===== config.mk =====
export PLATFORM = sky130hd
export DESIGN_NAME = psts_addr
export DESIGN_NICKNAME = d
export VERILOG_FILES = /design/src/rtl/psts_pkg.sv /design/src/rtl/psts_addr.sv
export SDC_FILE = /design/constraint.sdc
export NUM_CORES = 1
export LEC_CHECK = 0
export ABC_AREA = 1
export BUFFER_PORTS_ARGS = -buffer_cell sky130_fd_sc_hd__buf_2
export CORE_MARGIN = 2
export CORE_UTILIZATION = 45
export CTS_CLUSTER_SIZE = 20
export DETAILED_ROUTE_END_ITERATION = 6
export PLACE_DENSITY = 0.66
export SLEW_MARGIN = 20
export SYNTH_ARGS = -nofsm -noshare
export SYNTH_HDL_FRONTEND = slang
export SYNTH_SLANG_ARGS = --single-unit

===== constraint.sdc =====
create_clock -name clk -period 3.9 [get_ports clk]
set_input_delay 0.39 -clock clk [delete_from_list [all_inputs] [get_ports clk]]
set_output_delay 0.39 -clock clk [all_outputs]
set_load 0.01 [all_outputs]

===== src/rtl/psts_pkg.sv =====
// Shared types, codes and constants of the pixel signal and track store.
`default_nettype none

package psts_pkg;

  // Default geometry of the pixel store.
  localparam int MAX_ROWS_DEF    = 16;
  localparam int MAX_COLS_DEF    = 16;
  localparam int MAX_TIMES_DEF   = 32;
  localparam int TRACK_SLOTS_DEF = 3;

  // Field widths fixed by the stream format.
  localparam int CMD_W    = 3;
  localparam int ROW_W    = 4;
  localparam int COL_W    = 4;
  localparam int TBIN_W   = 5;
  localparam int SLOT_W   = 2;
  localparam int SIGNAL_W = 32;
  localparam int TRACK_W  = 21;

  // Configuration register widths.
  localparam int ROWS_CFG_W  = 5;
  localparam int COLS_CFG_W  = 5;
  localparam int TIMES_CFG_W = 6;
  localparam int CFG_IDX_W   = 2;
  localparam int CFG_DATA_W  = 6;

  // A free track slot holds all ones.
  localparam logic signed [TRACK_W-1:0] EMPTY_TRACK = '1;

  // Configuration register indexes.
  typedef enum logic [CFG_IDX_W-1:0] {
    REG_ROWS  = 2'd0,
    REG_COLS  = 2'd1,
    REG_TIMES = 2'd2
  } psts_reg_t;

  // Command codes.
  typedef enum logic [CMD_W-1:0] {
    CMD_ADD_SIGNAL  = 3'd0,
    CMD_SET_SIGNAL  = 3'd1,
    CMD_ADD_TRACK   = 3'd2,
    CMD_SET_TRACK   = 3'd3,
    CMD_READ_SIGNAL = 3'd4,
    CMD_READ_TRACK  = 3'd5
  } psts_cmd_t;

  // Sequencer states.
  typedef enum logic [2:0] {
    S_CLEAR,
    S_IDLE,
    S_MAP,
    S_ADDR,
    S_READ,
    S_DONE
  } psts_state_t;

  // One result word.
  typedef struct packed {
    logic        [0:0]          in_range;
    logic        [0:0]          track_stored;
    logic signed [TRACK_W-1:0]  track_out;
    logic signed [SIGNAL_W-1:0] signal_out;
  } psts_result_t;

endpackage

`default_nettype wire


===== src/rtl/psts_addr.sv =====
// Range check and two-stage address computation for a pixel coordinate.
`default_nettype none

module psts_addr #(
  parameter  int MAX_ROWS  = psts_pkg::MAX_ROWS_DEF,
  parameter  int MAX_COLS  = psts_pkg::MAX_COLS_DEF,
  parameter  int MAX_TIMES = psts_pkg::MAX_TIMES_DEF,
  localparam int DEPTH     = MAX_ROWS * MAX_COLS * MAX_TIMES,
  localparam int AW        = (DEPTH > 1) ? $clog2(DEPTH) : 1
) (
  input  wire logic                               clk,
  input  wire logic [psts_pkg::ROWS_CFG_W-1:0]    rows_in_use,
  input  wire logic [psts_pkg::COLS_CFG_W-1:0]    cols_in_use,
  input  wire logic [psts_pkg::TIMES_CFG_W-1:0]   times_in_use,
  input  wire logic [psts_pkg::ROW_W-1:0]         row,
  input  wire logic [psts_pkg::COL_W-1:0]         col,
  input  wire logic [psts_pkg::TBIN_W-1:0]        time_bin,
  output logic                                    ok,
  output logic      [AW-1:0]                      addr
);

  localparam int RC_W  = psts_pkg::ROW_W + psts_pkg::COLS_CFG_W + 1;
  localparam int IDX_W = RC_W + psts_pkg::TIMES_CFG_W + 1;

  logic [psts_pkg::ROWS_CFG_W-1:0]  eff_rows;
  logic [psts_pkg::COLS_CFG_W-1:0]  eff_cols;
  logic [psts_pkg::TIMES_CFG_W-1:0] eff_times;
  logic                             ok_comb;
  logic [RC_W-1:0]                  rc_comb;
  logic [RC_W-1:0]                  rc_s1;
  logic [psts_pkg::TBIN_W-1:0]      tb_s1;
  logic [psts_pkg::TIMES_CFG_W-1:0] et_s1;
  logic                             ok_s1;
  logic [IDX_W-1:0]                 idx_comb;

  // Sizes above the built-in maximum are taken as the maximum.
  assign eff_rows  = (32'(rows_in_use) > MAX_ROWS) ?
                     psts_pkg::ROWS_CFG_W'(MAX_ROWS) : rows_in_use;
  assign eff_cols  = (32'(cols_in_use) > MAX_COLS) ?
                     psts_pkg::COLS_CFG_W'(MAX_COLS) : cols_in_use;
  assign eff_times = (32'(times_in_use) > MAX_TIMES) ?
                     psts_pkg::TIMES_CFG_W'(MAX_TIMES) : times_in_use;

  // The pixel is in range when every coordinate is below its size.
  assign ok_comb = ({1'b0, row} < eff_rows) && ({1'b0, col} < eff_cols) &&
                   ({1'b0, time_bin} < eff_times);

  // Stage one: row * cols + col.
  assign rc_comb = RC_W'(row) * RC_W'(eff_cols) + RC_W'(col);

  always_ff @(posedge clk) begin
    rc_s1 <= rc_comb;
    tb_s1 <= time_bin;
    et_s1 <= eff_times;
    ok_s1 <= ok_comb;
  end

  // Stage two: (row * cols + col) * times + time_bin. In range it stays below the depth.
  assign idx_comb = IDX_W'(rc_s1) * IDX_W'(et_s1) + IDX_W'(tb_s1);

  always_ff @(posedge clk) begin
    addr <= AW'(idx_comb);
    ok   <= ok_s1;
  end

endmodule

`default_nettype wire


==> qor.yml <==
place:
  pre_cts_slack_ps: 151
  gp_congestion: 0.824
  dp_hpwl_mm: 6.34
  numPortBuffers: 43
sta:
  worst_pin_slew_ps: 401
  setup_violations: 0
  rsz0062_at_grt: "no"
  fin_ws_ps: 230
  hold_violations: 0
  clock_skew_ps: 5.68
  slew_violations: 0
  slew_headroom_pct: 72.9
  finalCritPeriodShare_pct: 94.1
  final.min_clock_period_ps: 3670
  fin_setup_tns_ps: 0
  max_freq_ghz: 0.272
pwr:
  pwr-share-seq_pct: 27.6
  p_leak_nw: 2.83
  ir_worst_vdd_mv: 0.161
  p_int_mw: 1.06
  p_sw_share_pct: 44.8
  p_per_area_nw_per_um2: 435
  pwr-share-clk_pct: 14.4
  switching_power_mw: 0.860
  p_comb_share_pct: 58.0
clock_network:
  insertion_delay_ps: 290
  cts_sinks: 36
  clockBufferDepth: 2
  cts_tree: "yes"
  cts_root_buffer: "clkbuf_8"
  cts_resized: 0
  clk_pin_slew_ps: 70
  cts_setup_buffers: 0
  cts.hold.buffers_added: 0
  cts_buffers: 5
  htreeDepth: 2
global_route:
  grt_overflow: 0
  grt_use_met3_pct: 2.79
  grt_max_degree: 13
  met1_usage_pct: 19.7
  track_usage_pct: 16.8
  antenna_found_initial: 0
  met2_usage_pct: 30.9
  grt.busiest_layer: "met2"
  grt_pass1_wl_mm: 13.5
  grt_pass1_vias: 3254
yosys:
  synth_warnings: 0
  synthTopCellsByArea: "fa_1, ha_1, dfxtp_1"
  syn_area_um2: 4000
  synth_top_area_share_pct: 21.0
  seq_area_frac_synth_pct: 18.0
  synth_top_flop_cell: "dfxtp_1"
  synthAdderAreaFrac_pct: 39.4
  synth_compound_area_share_pct: 4.56
  synth_most_common_cell: "nand2_1"
  yosys.cell_types.count: 27
  synth_xor_area_share_pct: 2.84
  syn_avg_cell_area_um2: 7.54
  ys_ff_latch: 36
  synth_simple_gate_area_share_pct: 21.8
  async_reset_ff_share_pct: 0
  yosys-top-cells-count: "nand2_1, inv_1, ha_1"
  synth_edf_count: 0
  synthCells: 531
  synth_mux_area_share_pct: 0
  synth_top_family_by_area: "adder cells"
  synthesis.nets: 662
  synth.largest_area_cell: "fa_1"
setup_path:
  cp-start-kind: "flip-flop"
  critPathSlowestCell: "fa_1"
  worstPathMaxFanout: 10
  crit_arrival_ps: 3860
  path_delay_family: "adder cells"
  crit_chain: "nand2_1, inv_1, fa_1, fa_1, inv_1, fa_1, inv_1, ha_1, ha_1, nand2_1, nor2_1, nand3_1, nand4_1, nand2_1"
  crit_required_ps: 4090
  max_stage_delay_ps: 550
  endpoint_kind: "flip-flop"
  path_class: "reg2reg"
  cp_num_buf_inv: 3
route:
  routed_wl_mm: 7.36
  ant_nets: 0
  drc_errors: 0
  wl_per_cell_um: 10.8
  vias_per_cell: 4.74
  routed-via-count: 3238
  firstDrtPassIters: 5
  drt_iter0_drc: 148
finish:
  areaGrowthSynthToFinish_pct: 10.2
  final_layout_size_suffix_gt1_share_pct: 12.2
  nNetsFinal: 705
  fill_cells: 874
  antennaDiodeCount: 0
job:
  drv_cap: 0
run_status:
  outcome: "complete, no violations"
die:
  start_util_pct: 46.1
  die_y_um: 98.3
  die_x_um: 98.3
  row_count: 34
  ioPinCount: 44
  dieArea_um2: 9670
  core-area_um2: 8680
worst_hold_path:
  hold_path_class: "in2reg"
[power groups by stage]
| stage | clock, mW | sequential, mW | combinational (mW) |
|---|---|---|---|
| after global routing | 0.302 | 0.541 | 1.31 |
| after detailed placement | 0 | 0.538 | 1.11 |
| after CTS | 0.288 | 0.530 | 1.13 |
| after floorplan | 0 | 0.551 | 0.839 |
| final | 0.277 | 0.530 | 1.11 |
| after global placement | 0 | 0.539 | 1.09 |
[state kept, by name, summed over array words and instances, names as in the netlist]
| signal | count |
|---|---|
| addr | 13 |
| rc_s1 | 10 |
| et_s1 | 6 |
| tb_s1 | 5 |
| ok | 1 |
| ok_s1 | 1 |
[per-layer routing]
layer	share of wire, %	up-vias
li1	-	1681
met1	45	1484
met2	50	58
met3	2.8	15
met4	2.2	0
met5	0	-
[worst reg2reg max path, stage by stage, from the launching register on]
cell and delay, ps:
dfxtp_2 450, nand2_1 80, inv_1 80, fa_1 440
fa_1 550, inv_1 50, fa_1 520, inv_1 40
ha_1 280, ha_1 360, nand2_1 130, nor2_1 200
nand3_1 190, nand4_1 140, nand2_1 50
[kinds of logic after synthesis]
family,count (synthesis)
AND/OR/NAND/NOR,213
buffers and inverters,139
AO/OA/AOI/OAI,29
XOR/XNOR,13
adder cells (fa/ha/maj),101
flip-flops,36
[cells in the final DEF, fill, tap and decap left out]
master,count
nor2_1,28
clkinvlp_4,1
nand3_2,1
o41ai_1,1
xnor2_1,3
dfxtp_1,31
a21o_1,3
inv_1,130
o21ai_0,5
xor2_1,10
nor3_1,1
ha_1,59
a31oi_1,2
nor2_2,2
dfxtp_2,5
a22oi_1,1
nand4_1,5
a21oi_1,12
nand2_2,6
o211ai_2,1
buf_2,43
a21oi_2,3
clkbuf_8,6
nand2_1,145
fa_1,42
clkbuf_1,1
nand3_1,25
inv_2,2
o21bai_1,1
[cell type report]
cell class	instances	area (um^2)	area share, %
flip-flops and latches	36	727	16.5
clock buffers	7	86.3	1.96
well taps	108	135	3.06
clock inverters	1	7.51	0.170
repair buffers	43	215	4.88
multi-input cells	356	2750	62.2
inverters	132	495	11.2
[per-stage QoR]
stage / area, um^2 / total power, mW / utilization, % / hold slack, ps / cells
floorplan: 4000 / 1.39 / - / 310 / 531
global placement: 4310 / 1.63 / 49.7 / 314 / 675
detailed placement: 4310 / 1.65 / 49.7 / 320 / 675
CTS: 4410 / 1.94 / 50.8 / 204 / 683
global route: 4410 / 2.15 / 50.9 / 196 / 683
finish: 4410 / 1.92 / 50.9 / 215 / 683
[worst paths after layout]
check / from / endpoint / slack, ps / depth (start not counted)
min: time_bin[0] / tb_s1[0]$_DFF_P_ / 220 / 1
max reg2reg: et_s1[4]$_DFF_P_ / addr[10]$_DFF_P_ / 230 / 14
max: et_s1[4]$_DFF_P_ / addr[10]$_DFF_P_ / 230 / 14
min reg2reg: ok_s1$_DFF_P_ / ok$_DFF_P_ / 330 / 0
Power figures use the tool's default switching activity.
