$ cat src/rtl/psts_pkg.sv
// Shared types, codes and constants of the pixel signal and track store.
`default_nettype none

package psts_pkg;

  // Default geometry of the pixel store.
  localparam int MAX_ROWS_DEF    = 16;
  localparam int MAX_COLS_DEF    = 16;
  localparam int MAX_TIMES_DEF   = 32;
  localparam int TRACK_SLOTS_DEF = 3;

  // Field widths fixed by the stream format.
  localparam int CMD_W    = 3;
  localparam int ROW_W    = 4;
  localparam int COL_W    = 4;
  localparam int TBIN_W   = 5;
  localparam int SLOT_W   = 2;
  localparam int SIGNAL_W = 32;
  localparam int TRACK_W  = 21;

  // Configuration register widths.
  localparam int ROWS_CFG_W  = 5;
  localparam int COLS_CFG_W  = 5;
  localparam int TIMES_CFG_W = 6;
  localparam int CFG_IDX_W   = 2;
  localparam int CFG_DATA_W  = 6;

  // A free track slot holds all ones.
  localparam logic signed [TRACK_W-1:0] EMPTY_TRACK = '1;

  // Configuration register indexes.
  typedef enum logic [CFG_IDX_W-1:0] {
    REG_ROWS  = 2'd0,
    REG_COLS  = 2'd1,
    REG_TIMES = 2'd2
  } psts_reg_t;

  // Command codes.
  typedef enum logic [CMD_W-1:0] {
    CMD_ADD_SIGNAL  = 3'd0,
    CMD_SET_SIGNAL  = 3'd1,
    CMD_ADD_TRACK   = 3'd2,
    CMD_SET_TRACK   = 3'd3,
    CMD_READ_SIGNAL = 3'd4,
    CMD_READ_TRACK  = 3'd5
  } psts_cmd_t;

  // Sequencer states.
  typedef enum logic [2:0] {
    S_CLEAR,
    S_IDLE,
    S_MAP,
    S_ADDR,
    S_READ,
    S_DONE
  } psts_state_t;

  // One result word.
  typedef struct packed {
    logic        [0:0]          in_range;
    logic        [0:0]          track_stored;
    logic signed [TRACK_W-1:0]  track_out;
    logic signed [SIGNAL_W-1:0] signal_out;
  } psts_result_t;

endpackage

`default_nettype wire

$ cat src/rtl/psts_update.sv
// Read-modify-write datapath: new signal and track words and the result word.
`default_nettype none

module psts_update #(
  parameter  int TRACK_SLOTS = psts_pkg::TRACK_SLOTS_DEF,
  localparam int TRK_ROW_W   = TRACK_SLOTS * psts_pkg::TRACK_W
) (
  input  wire logic [psts_pkg::CMD_W-1:0]           command,
  input  wire logic [psts_pkg::SLOT_W-1:0]          slot,
  input  wire logic signed [psts_pkg::SIGNAL_W-1:0] signal_in,
  input  wire logic signed [psts_pkg::TRACK_W-1:0]  track_in,
  input  wire logic                                 ok,
  input  wire logic signed [psts_pkg::SIGNAL_W-1:0] sig_rd,
  input  wire logic [TRK_ROW_W-1:0]                 trk_rd,
  output logic                                      sig_we,
  output logic signed [psts_pkg::SIGNAL_W-1:0]      sig_wdata,
  output logic                                      trk_we,
  output logic [TRK_ROW_W-1:0]                      trk_wdata,
  output psts_pkg::psts_result_t                    result
);

  localparam int SW = psts_pkg::SIGNAL_W;
  localparam int TW = psts_pkg::TRACK_W;

  logic signed [TW-1:0] slots     [TRACK_SLOTS];
  logic signed [TW-1:0] slots_new [TRACK_SLOTS];
  logic signed [SW:0]   sum;
  logic signed [SW-1:0] sat_sum;
  logic                 add_done;
  logic                 add_write;
  logic                 slot_ok;

  // Split the stored track row into its slots.
  always_comb begin
    for (int s = 0; s < TRACK_SLOTS; s++) begin
      slots[s] = trk_rd[s*TW +: TW];
    end
  end

  // Saturating accumulate.
  assign sum     = {sig_rd[SW-1], sig_rd} + {signal_in[SW-1], signal_in};
  assign sat_sum = (sum[SW] != sum[SW-1]) ?
                   (sum[SW] ? {1'b1, {(SW-1){1'b0}}} : {1'b0, {(SW-1){1'b1}}}) :
                   sum[SW-1:0];

  assign slot_ok = 32'(slot) < TRACK_SLOTS;

  // Command decode, slot search and result word.
  always_comb begin
    sig_we              = 1'b0;
    sig_wdata           = signal_in;
    trk_we              = 1'b0;
    add_done            = 1'b0;
    add_write           = 1'b0;
    result.signal_out   = '0;
    result.track_out    = psts_pkg::EMPTY_TRACK;
    result.track_stored = 1'b0;
    result.in_range     = ok;
    for (int s = 0; s < TRACK_SLOTS; s++) begin
      slots_new[s] = slots[s];
    end
    unique case (command)
      psts_pkg::CMD_ADD_SIGNAL: begin
        sig_we    = ok;
        sig_wdata = sat_sum;
      end
      psts_pkg::CMD_SET_SIGNAL: begin
        sig_we = ok;
      end
      psts_pkg::CMD_ADD_TRACK: begin
        // The first slot that matches or is free ends the search; a free slot takes the track.
        for (int s = 0; s < TRACK_SLOTS; s++) begin
          if (!add_done) begin
            if (slots[s] == track_in) begin
              add_done = 1'b1;
            end else if (slots[s] == psts_pkg::EMPTY_TRACK) begin
              add_done     = 1'b1;
              add_write    = 1'b1;
              slots_new[s] = track_in;
            end
          end
        end
        trk_we              = ok && add_write;
        result.track_stored = !ok || add_done;
      end
      psts_pkg::CMD_SET_TRACK: begin
        for (int s = 0; s < TRACK_SLOTS; s++) begin
          if (32'(slot) == s) begin
            slots_new[s] = track_in;
          end
        end
        trk_we = ok && slot_ok;
      end
      psts_pkg::CMD_READ_SIGNAL: begin
        if (ok) begin
          result.signal_out = sig_rd;
        end
      end
      psts_pkg::CMD_READ_TRACK: begin
        if (ok) begin
          for (int s = 0; s < TRACK_SLOTS; s++) begin
            if (32'(slot) == s) begin
              result.track_out = slots[s];
            end
          end
        end
      end
      default: begin
      end
    endcase
  end

  // Reassemble the track row.
  always_comb begin
    for (int s = 0; s < TRACK_SLOTS; s++) begin
      trk_wdata[s*TW +: TW] = slots_new[s];
    end
  end

endmodule

`default_nettype wire

$ cat config.mk
export PLATFORM = sky130hd
export DESIGN_NAME = psts_update
export DESIGN_NICKNAME = d
export VERILOG_FILES = /design/src/rtl/psts_pkg.sv /design/src/rtl/psts_update.sv
export SDC_FILE = /design/constraint.sdc
export NUM_CORES = 1
export LEC_CHECK = 0
export ABC_AREA = 1
export CORE_AREA = 2 2 119 121
export DETAILED_ROUTE_END_ITERATION = 16
export DIE_AREA = 0 0 121 123
export DONT_BUFFER_PORTS = 1
export PLACE_DENSITY = 0.66
export SYNTH_ARGS = -nofsm -noshare
export SYNTH_HDL_FRONTEND = slang
export SYNTH_SLANG_ARGS = --single-unit
$ cat constraint.sdc
create_clock -name vclk -period 4.6
set_clock_uncertainty 0.05 [all_clocks]
set_input_delay 1.38 -clock vclk [all_inputs]
set_output_delay 1.38 -clock vclk [all_outputs]
set_load 0.05 [all_outputs]
==> results.txt, run 1 <==
Critical Path End = sig_wdata[27]
DR iter-0 viols = 1105
Total GRT Usage = 0.3909
Area growth syn-to-layout = 66.50%
crit path max fanout = 4
WS Path Type = input pin to output pin
Die X = 121 um
syn avg cell area = 5.091 um^2
row count = 43
Cells after Synth = 1281
Final Hold Viols = 0
failing checks = setup timing
first-pass GRT wire length = 47610 um
most frequent cell after synthesis = nand2_1
PwrDens = 155.9 mW/mm^2
Critical Path RT = 3.17 ns
leakage = 0.005132 uW
final setup TNS = -7.135 ns
largest area contributor in the netlist = nand2_1
die area = 0.01488 mm^2
MaxCap Viol Count = 0
Netlist cell types = 37
Switching Power = 965.8 uW
via count = 10660
vias in the first global route = 9808
WL final = 34520 um
Final ANT Viol Nets = 0
WP data arrival = 3.46 ns
Final Worst Setup Slack = -0.2932 ns
worst slew pin tran = 0.8284 ns
CP startpoint = signal_in[13]
Int Pwr = 726.5 uW
Starting Density = 0.4791
FFs & Latches = 0
# DRC = 0
vias per cell = 6.288
die span in y = 123 um
Layout Nets = 1704
Port-buffer cells = 0
crit end category = output pin
Max VDD drop = 0.00009199 V
Boundary Pins = 306
Post-CTS Hold Fix Bufs = 0
routed len/inst = 20.37 um
Slew Viols, Final = 0
top cells by count, synth = nand2_1 (358), inv_1 (170), nor2_1 (160), o21ai_0 (76), nand3_1 (72)
largest net degree at the start of global routing = 33
fin crit period = 4.893 ns
FILL cells = 917
Seq/Total Area, Yosys = 0
switching share of power = 0.5707
first-pass iteration count of the detailed router = 7
initial antenna violation count = 0
largest cells by area after synthesis = nand2_1 (21%), inv_1 (9.8%), nor2_1 (9.2%)
Post-Syn Nets = 1468
CLK BUF = 0
Gate power share = 1.000
RSZ-0062 raised after global routing = yes
HPWL after DPL = 23700 um
Setup-failing EPs final = 32
Max Fclk = 0.2044 GHz
Worst Hold Class = input pin to output pin
clock share of power = 0
area of the mapped netlist = 0.006521 mm^2
Sequential Area = 0 um^2
outcome = complete, but fails checks
Slew Limit Headroom = 0.4447
gpl congestion = 0.9956
Multi-input gate area = 0.006599 mm^2
fin crit share = 1.064
Core Footprint = 0.01361 mm^2
share of cells above drive strength 1 = 0.3195
grt ovf = 0
post-synth top area share = 0.2061
sequential group share of total power = 0
Pwr Total = 1692 uW
antenna fix cells = 0
synth warn = 0
CP Launch Type = input pin
[layout make-up]
class                           count  share of cell area
Multi-Input combinational cell   1036              0.6077
Tap cell                          180             0.02074
Timing Repair Buffer              304              0.3110
Inverter                          175             0.06050
[cells by family (layout without fill, tap and decap cells)]
family          count (synthesis)  after routing  synth area share
compound gates                242            242            0.2375
simple gates                  692            693            0.4522
buf+inv                       246            479            0.1544
fa+ha+maj                      33             33           0.06447
xor+xnor                       68             68           0.09133
[layout by cell type (no fill, tap or decap), types with 19 or more instances in the layout]
master    synthesis  final
o21ai_0          76     72
a21oi_1          66     33
buf_4             1    215
xor2_1           19     19
buf_12            0     80
nand4_1          59     59
nor2_1          160    152
xnor2_1          49     48
nand2_2          10     42
o221ai_1         20     20
inv_1           170    166
a22oi_1          29     29
ha_4              0     22
nand2_1         358    309
a21oi_4           2     37
nand3_1          72     60
[layer usage]
metal | up-vias | GRT usage | share of wire
li1 | 4707 | - | -
met1 | 4804 | 0.4091 | 0.32
met2 | 891 | 0.7240 | 0.48
met3 | 257 | 0.07149 | 0.11
met4 | 0 | 0.2391 | 0.083
met5 | - | 0 | 0
[worst min path at each step]
stage | from | endpoint | slack, ns | depth (start not counted)
after global placement | ok | result[54] | 2.71 | 0
final | ok | result[54] | 2.71 | 0
after global routing | ok | result[54] | 2.71 | 0
after detailed placement | ok | result[54] | 2.71 | 0
after CTS | ok | result[54] | 2.71 | 0
after floorplan | ok | result[54] | 2.88 | 1
[critical path, cell delays in order]
cell	delay (ns)
ha_2	0.31
nand2_2	0.13
inv_1	0.07
nand2_1	0.09
nand2_1	0.11
buf_4	0.17
a21oi_1	0.28
nor2_1	0.10
nor2_1	0.22
nand3_1	0.12
nand2_1	0.12
nand3_4	0.09
a21oi_4	0.15
buf_12	0.15
[stage by stage]
stage	cell area, um^2	util	setup slack [ns]	cells	hold slack, ns
global route	10860	0.7977	-0.3843	1695	2.711
CTS	10140	0.7448	-0.2334	1686	2.714
finish	10860	0.7977	-0.2932	1695	2.712
floorplan	6878	-	-0.05299	1281	2.877
detailed placement	9878	0.7257	-0.2341	1675	2.714
global placement	9878	0.7257	-0.1479	1675	2.714
[power by group through the flow]
stage | Clock [uW] | Combinational [uW] | Sequential, uW
final | 0 | 1690 | 0
after global routing | 0 | 1770 | 0
after CTS | 0 | 1490 | 0
after detailed placement | 0 | 1440 | 0
after global placement | 0 | 1420 | 0
after floorplan | 0 | 899 | 0
[what timing repair did]
item                                    in CTS  in global routing
setup buffers                                9                  8
resized for setup                           33                135
endpoints found under the setup margin      53                 33
pin swaps                                   17                 56
cloned                                       2                  4
Note: power is estimated with default switching activity, not from simulation.
==> inputs of run 2 (changes only) <==
--- a/config.mk
+++ b/config.mk
@@ -14,3 +14,4 @@
 export SYNTH_ARGS = -nofsm -noshare
 export SYNTH_HDL_FRONTEND = slang
 export SYNTH_SLANG_ARGS = --single-unit
+export TNS_END_PERCENT = 5
==> run 2 against run 1 <==
The run still ends with setup timing left. Routed wire length is 3.0% lower. Critical endpoint is now sig_wdata[10]. Worst setup slack worse by 0.026 ns. Fmax is 0.52% lower. Worst hold slack better by 0.0015 ns. Via count is 0.68% lower. Sequential cell count stayed put. Cell count hardly changed. Sequential share of layout area stayed put. Global-route usage is 0.61 points lower. Non-clock buffer count stayed put. Critical path type unchanged. Cell area is 2.6% lower.
==> results.txt, run 2 (same netlist as run 1, synthesis figures left out) <==
CP Launch Type = input pin (unchanged)
PwrDens = 152.2 mW/mm^2 (was 155.9 mW/mm^2)
WS Path Type = input pin to output pin (unchanged)
vias per cell = 6.249 (was 6.288)
failing checks = setup timing (unchanged)
Critical Path RT = 3.17 ns (about the same)
WL final = 33480 um (was 34520 um)
first-pass GRT wire length = 46570 um (was 47610 um)
slowest CP cell = ha_1 (was ha_2)
Max Fclk = 0.2033 GHz (was 0.2044 GHz)
Port-buffer cells = 0 (unchanged)
Slew Viols, Final = 0 (unchanged)
via count = 10590 (was 10660)
crit-path max cell delay = 0.32 ns (was 0.31 ns)
Setup-failing EPs final = 32 (unchanged)
MaxCap Viol Count = 0 (unchanged)
Total GRT Usage = 0.3849 (was 0.3909)
first-pass iteration count of the detailed router = 6 (was 7)
gpl congestion = 0.9801 (was 0.9956)
vias in the first global route = 9524 (was 9808)
commonest cells after routing, fill and taps aside = nand2_1 (334), buf_4 (217), inv_1 (168) (was nand2_1 (309), buf_4 (215), inv_1 (166))
crit path max fanout = 4 (unchanged)
WP data arrival = 3.49 ns (was 3.46 ns)
Max VDD drop = 0.0001013 V (was 0.00009199 V)
Core Util, Final = 0.7771 (was 0.7977)
Critical Path End = sig_wdata[10] (was sig_wdata[27])
CP startpoint = signal_in[4] (was signal_in[13])
Area growth syn-to-layout = 62.20% (was 66.50%)
outcome = complete, but fails checks (unchanged)
Slew Limit Headroom = 0.4476 (was 0.4447)
worst slew pin tran = 0.8241 ns (was 0.8284 ns)
Core Footprint = 0.01361 mm^2 (unchanged)
DR iter-0 viols = 1150 (was 1105)
Starting Density = 0.4791 (unchanged)
placed insts = 1677 (was 1675)
share of cells above drive strength 1 = 0.2992 (was 0.3195)
Top cell by count, worst path = nand2_1 (unchanged)
routed len/inst = 19.77 um (was 20.37 um)
initial antenna violation count = 0 (unchanged)
RSZ-0062 raised after global routing = yes (unchanged)
row count = 43 (unchanged)
HPWL after DPL = 23330 um (was 23700 um)
Final Worst Setup Slack = -0.3189 ns (was -0.2932 ns)
CLK BUF = 0 (unchanged)
Die X = 121 um (unchanged)
Layout Cells excl Fill = 1694 (was 1695)
leakage = 0.005061 uW (was 0.005132 uW)
CP cell instances = ha_1, nand2_1, buf_4, o21ai_0, nand2_1, nand3_1, buf_4, xor2_1, nand2_1, a21oi_4, buf_12 (was ha_2, nand2_2, inv_1, nand2_1, nand2_1, buf_4, a21oi_1, nor2_1, nor2_1, nand3_1, nand2_1, nand3_4, a21oi_4, buf_12)
crit end category = output pin (unchanged)
die span in y = 123 um (unchanged)
Worst Hold Class = input pin to output pin (unchanged)
Boundary Pins = 306 (unchanged)
grt ovf = 0 (unchanged)
Sequential Area = 0 um^2 (unchanged)
FFs & Latches = 0 (unchanged)
fin crit period = 4.919 ns (was 4.893 ns)
largest net degree at the start of global routing = 44 (was 33)
Final ANT Viol Nets = 0 (unchanged)
Layout Nets = 1703 (was 1704)
antenna fix cells = 0 (unchanged)
Final Hold Viols = 0 (unchanged)
DP Worst Slack = -0.3528 ns (was -0.2341 ns)
FILL cells = 986 (was 917)
# DRC = 0 (unchanged)
die area = 0.01488 mm^2 (unchanged)
commonest non-fill, non-tap cell in the layout = nand2_1 (unchanged)
fin crit share = 1.069 (was 1.064)
run 2: changes by cell type in the layout (fill, tap and decap cells not counted), moves of 4 or more:
cell / before / now
nand2_1: 309 / 334
nand2_4: 17 / 4
nand2_2: 42 / 30
nand3_4: 7 / 0
a21oi_2: 9 / 15
nand3_2: 5 / 10
ha_4: 22 / 18
run 2: worst min-delay path by stage:
stage	startpoint	endpoint	slack [ns]	cells past startpoint
2_1_floorplan	ok	result[54]	2.88	1
3_3_place_gp	ok	result[54]	2.71	0
3_5_place_dp	ok	result[54]	2.71	0
4_1_cts	ok	result[54]	2.71	0
5_1_grt	ok	result[54]	2.71	0
6_report	ok	result[54]	2.71	0
run 2: power by group:
part	switching, uW	internal [uW]
clock	0	0
combinational	921	688
sequential	0	0
run 2: metal layers:
metal	share of wire	vias to the layer above	global-route usage
met4	0.078	0	0.2020
met3	0.11	238	0.06411
li1	-	4708	-
met2	0.49	828	0.7338
met1	0.32	4812	0.4026
met5	0	-	0
run 2: cell type report:
cell class         count  area [um^2]  share of cell area
inverters            175        656.9             0.06210
multi-input cells   1035         6336              0.5990
repair buffers       304         3359              0.3176
well taps            180        225.2             0.02129
run 2: critical path, delay by kind of cell:
family | cells | cell delay, ns
compound gates | 2 | 0.50
simple gates | 4 | 0.60
buf+inv | 3 | 0.46
xor+xnor | 1 | 0.22
fa+ha+maj | 1 | 0.32
run 2: metrics by stage:
stage               power (uW)  hold slack (ns)  TNS, ns  cell area, um^2
CTS                       1473            2.712   -5.251            10090
global placement          1407            2.712   -8.605             9839
finish                    1609            2.713   -6.976            10580
detailed placement        1427            2.712   -10.78             9839
floorplan                893.5            2.877   -4.792             6837
global route              1688            2.712   -10.06            10580
run 2: what timing repair did:
action,4_1_cts,5_1_grt
pin swaps,17,36
hold buffers,0,0
gates cloned,3,3
setup buffers,7,4
endpoints found under the setup margin,54,33
resized for setup,36,74
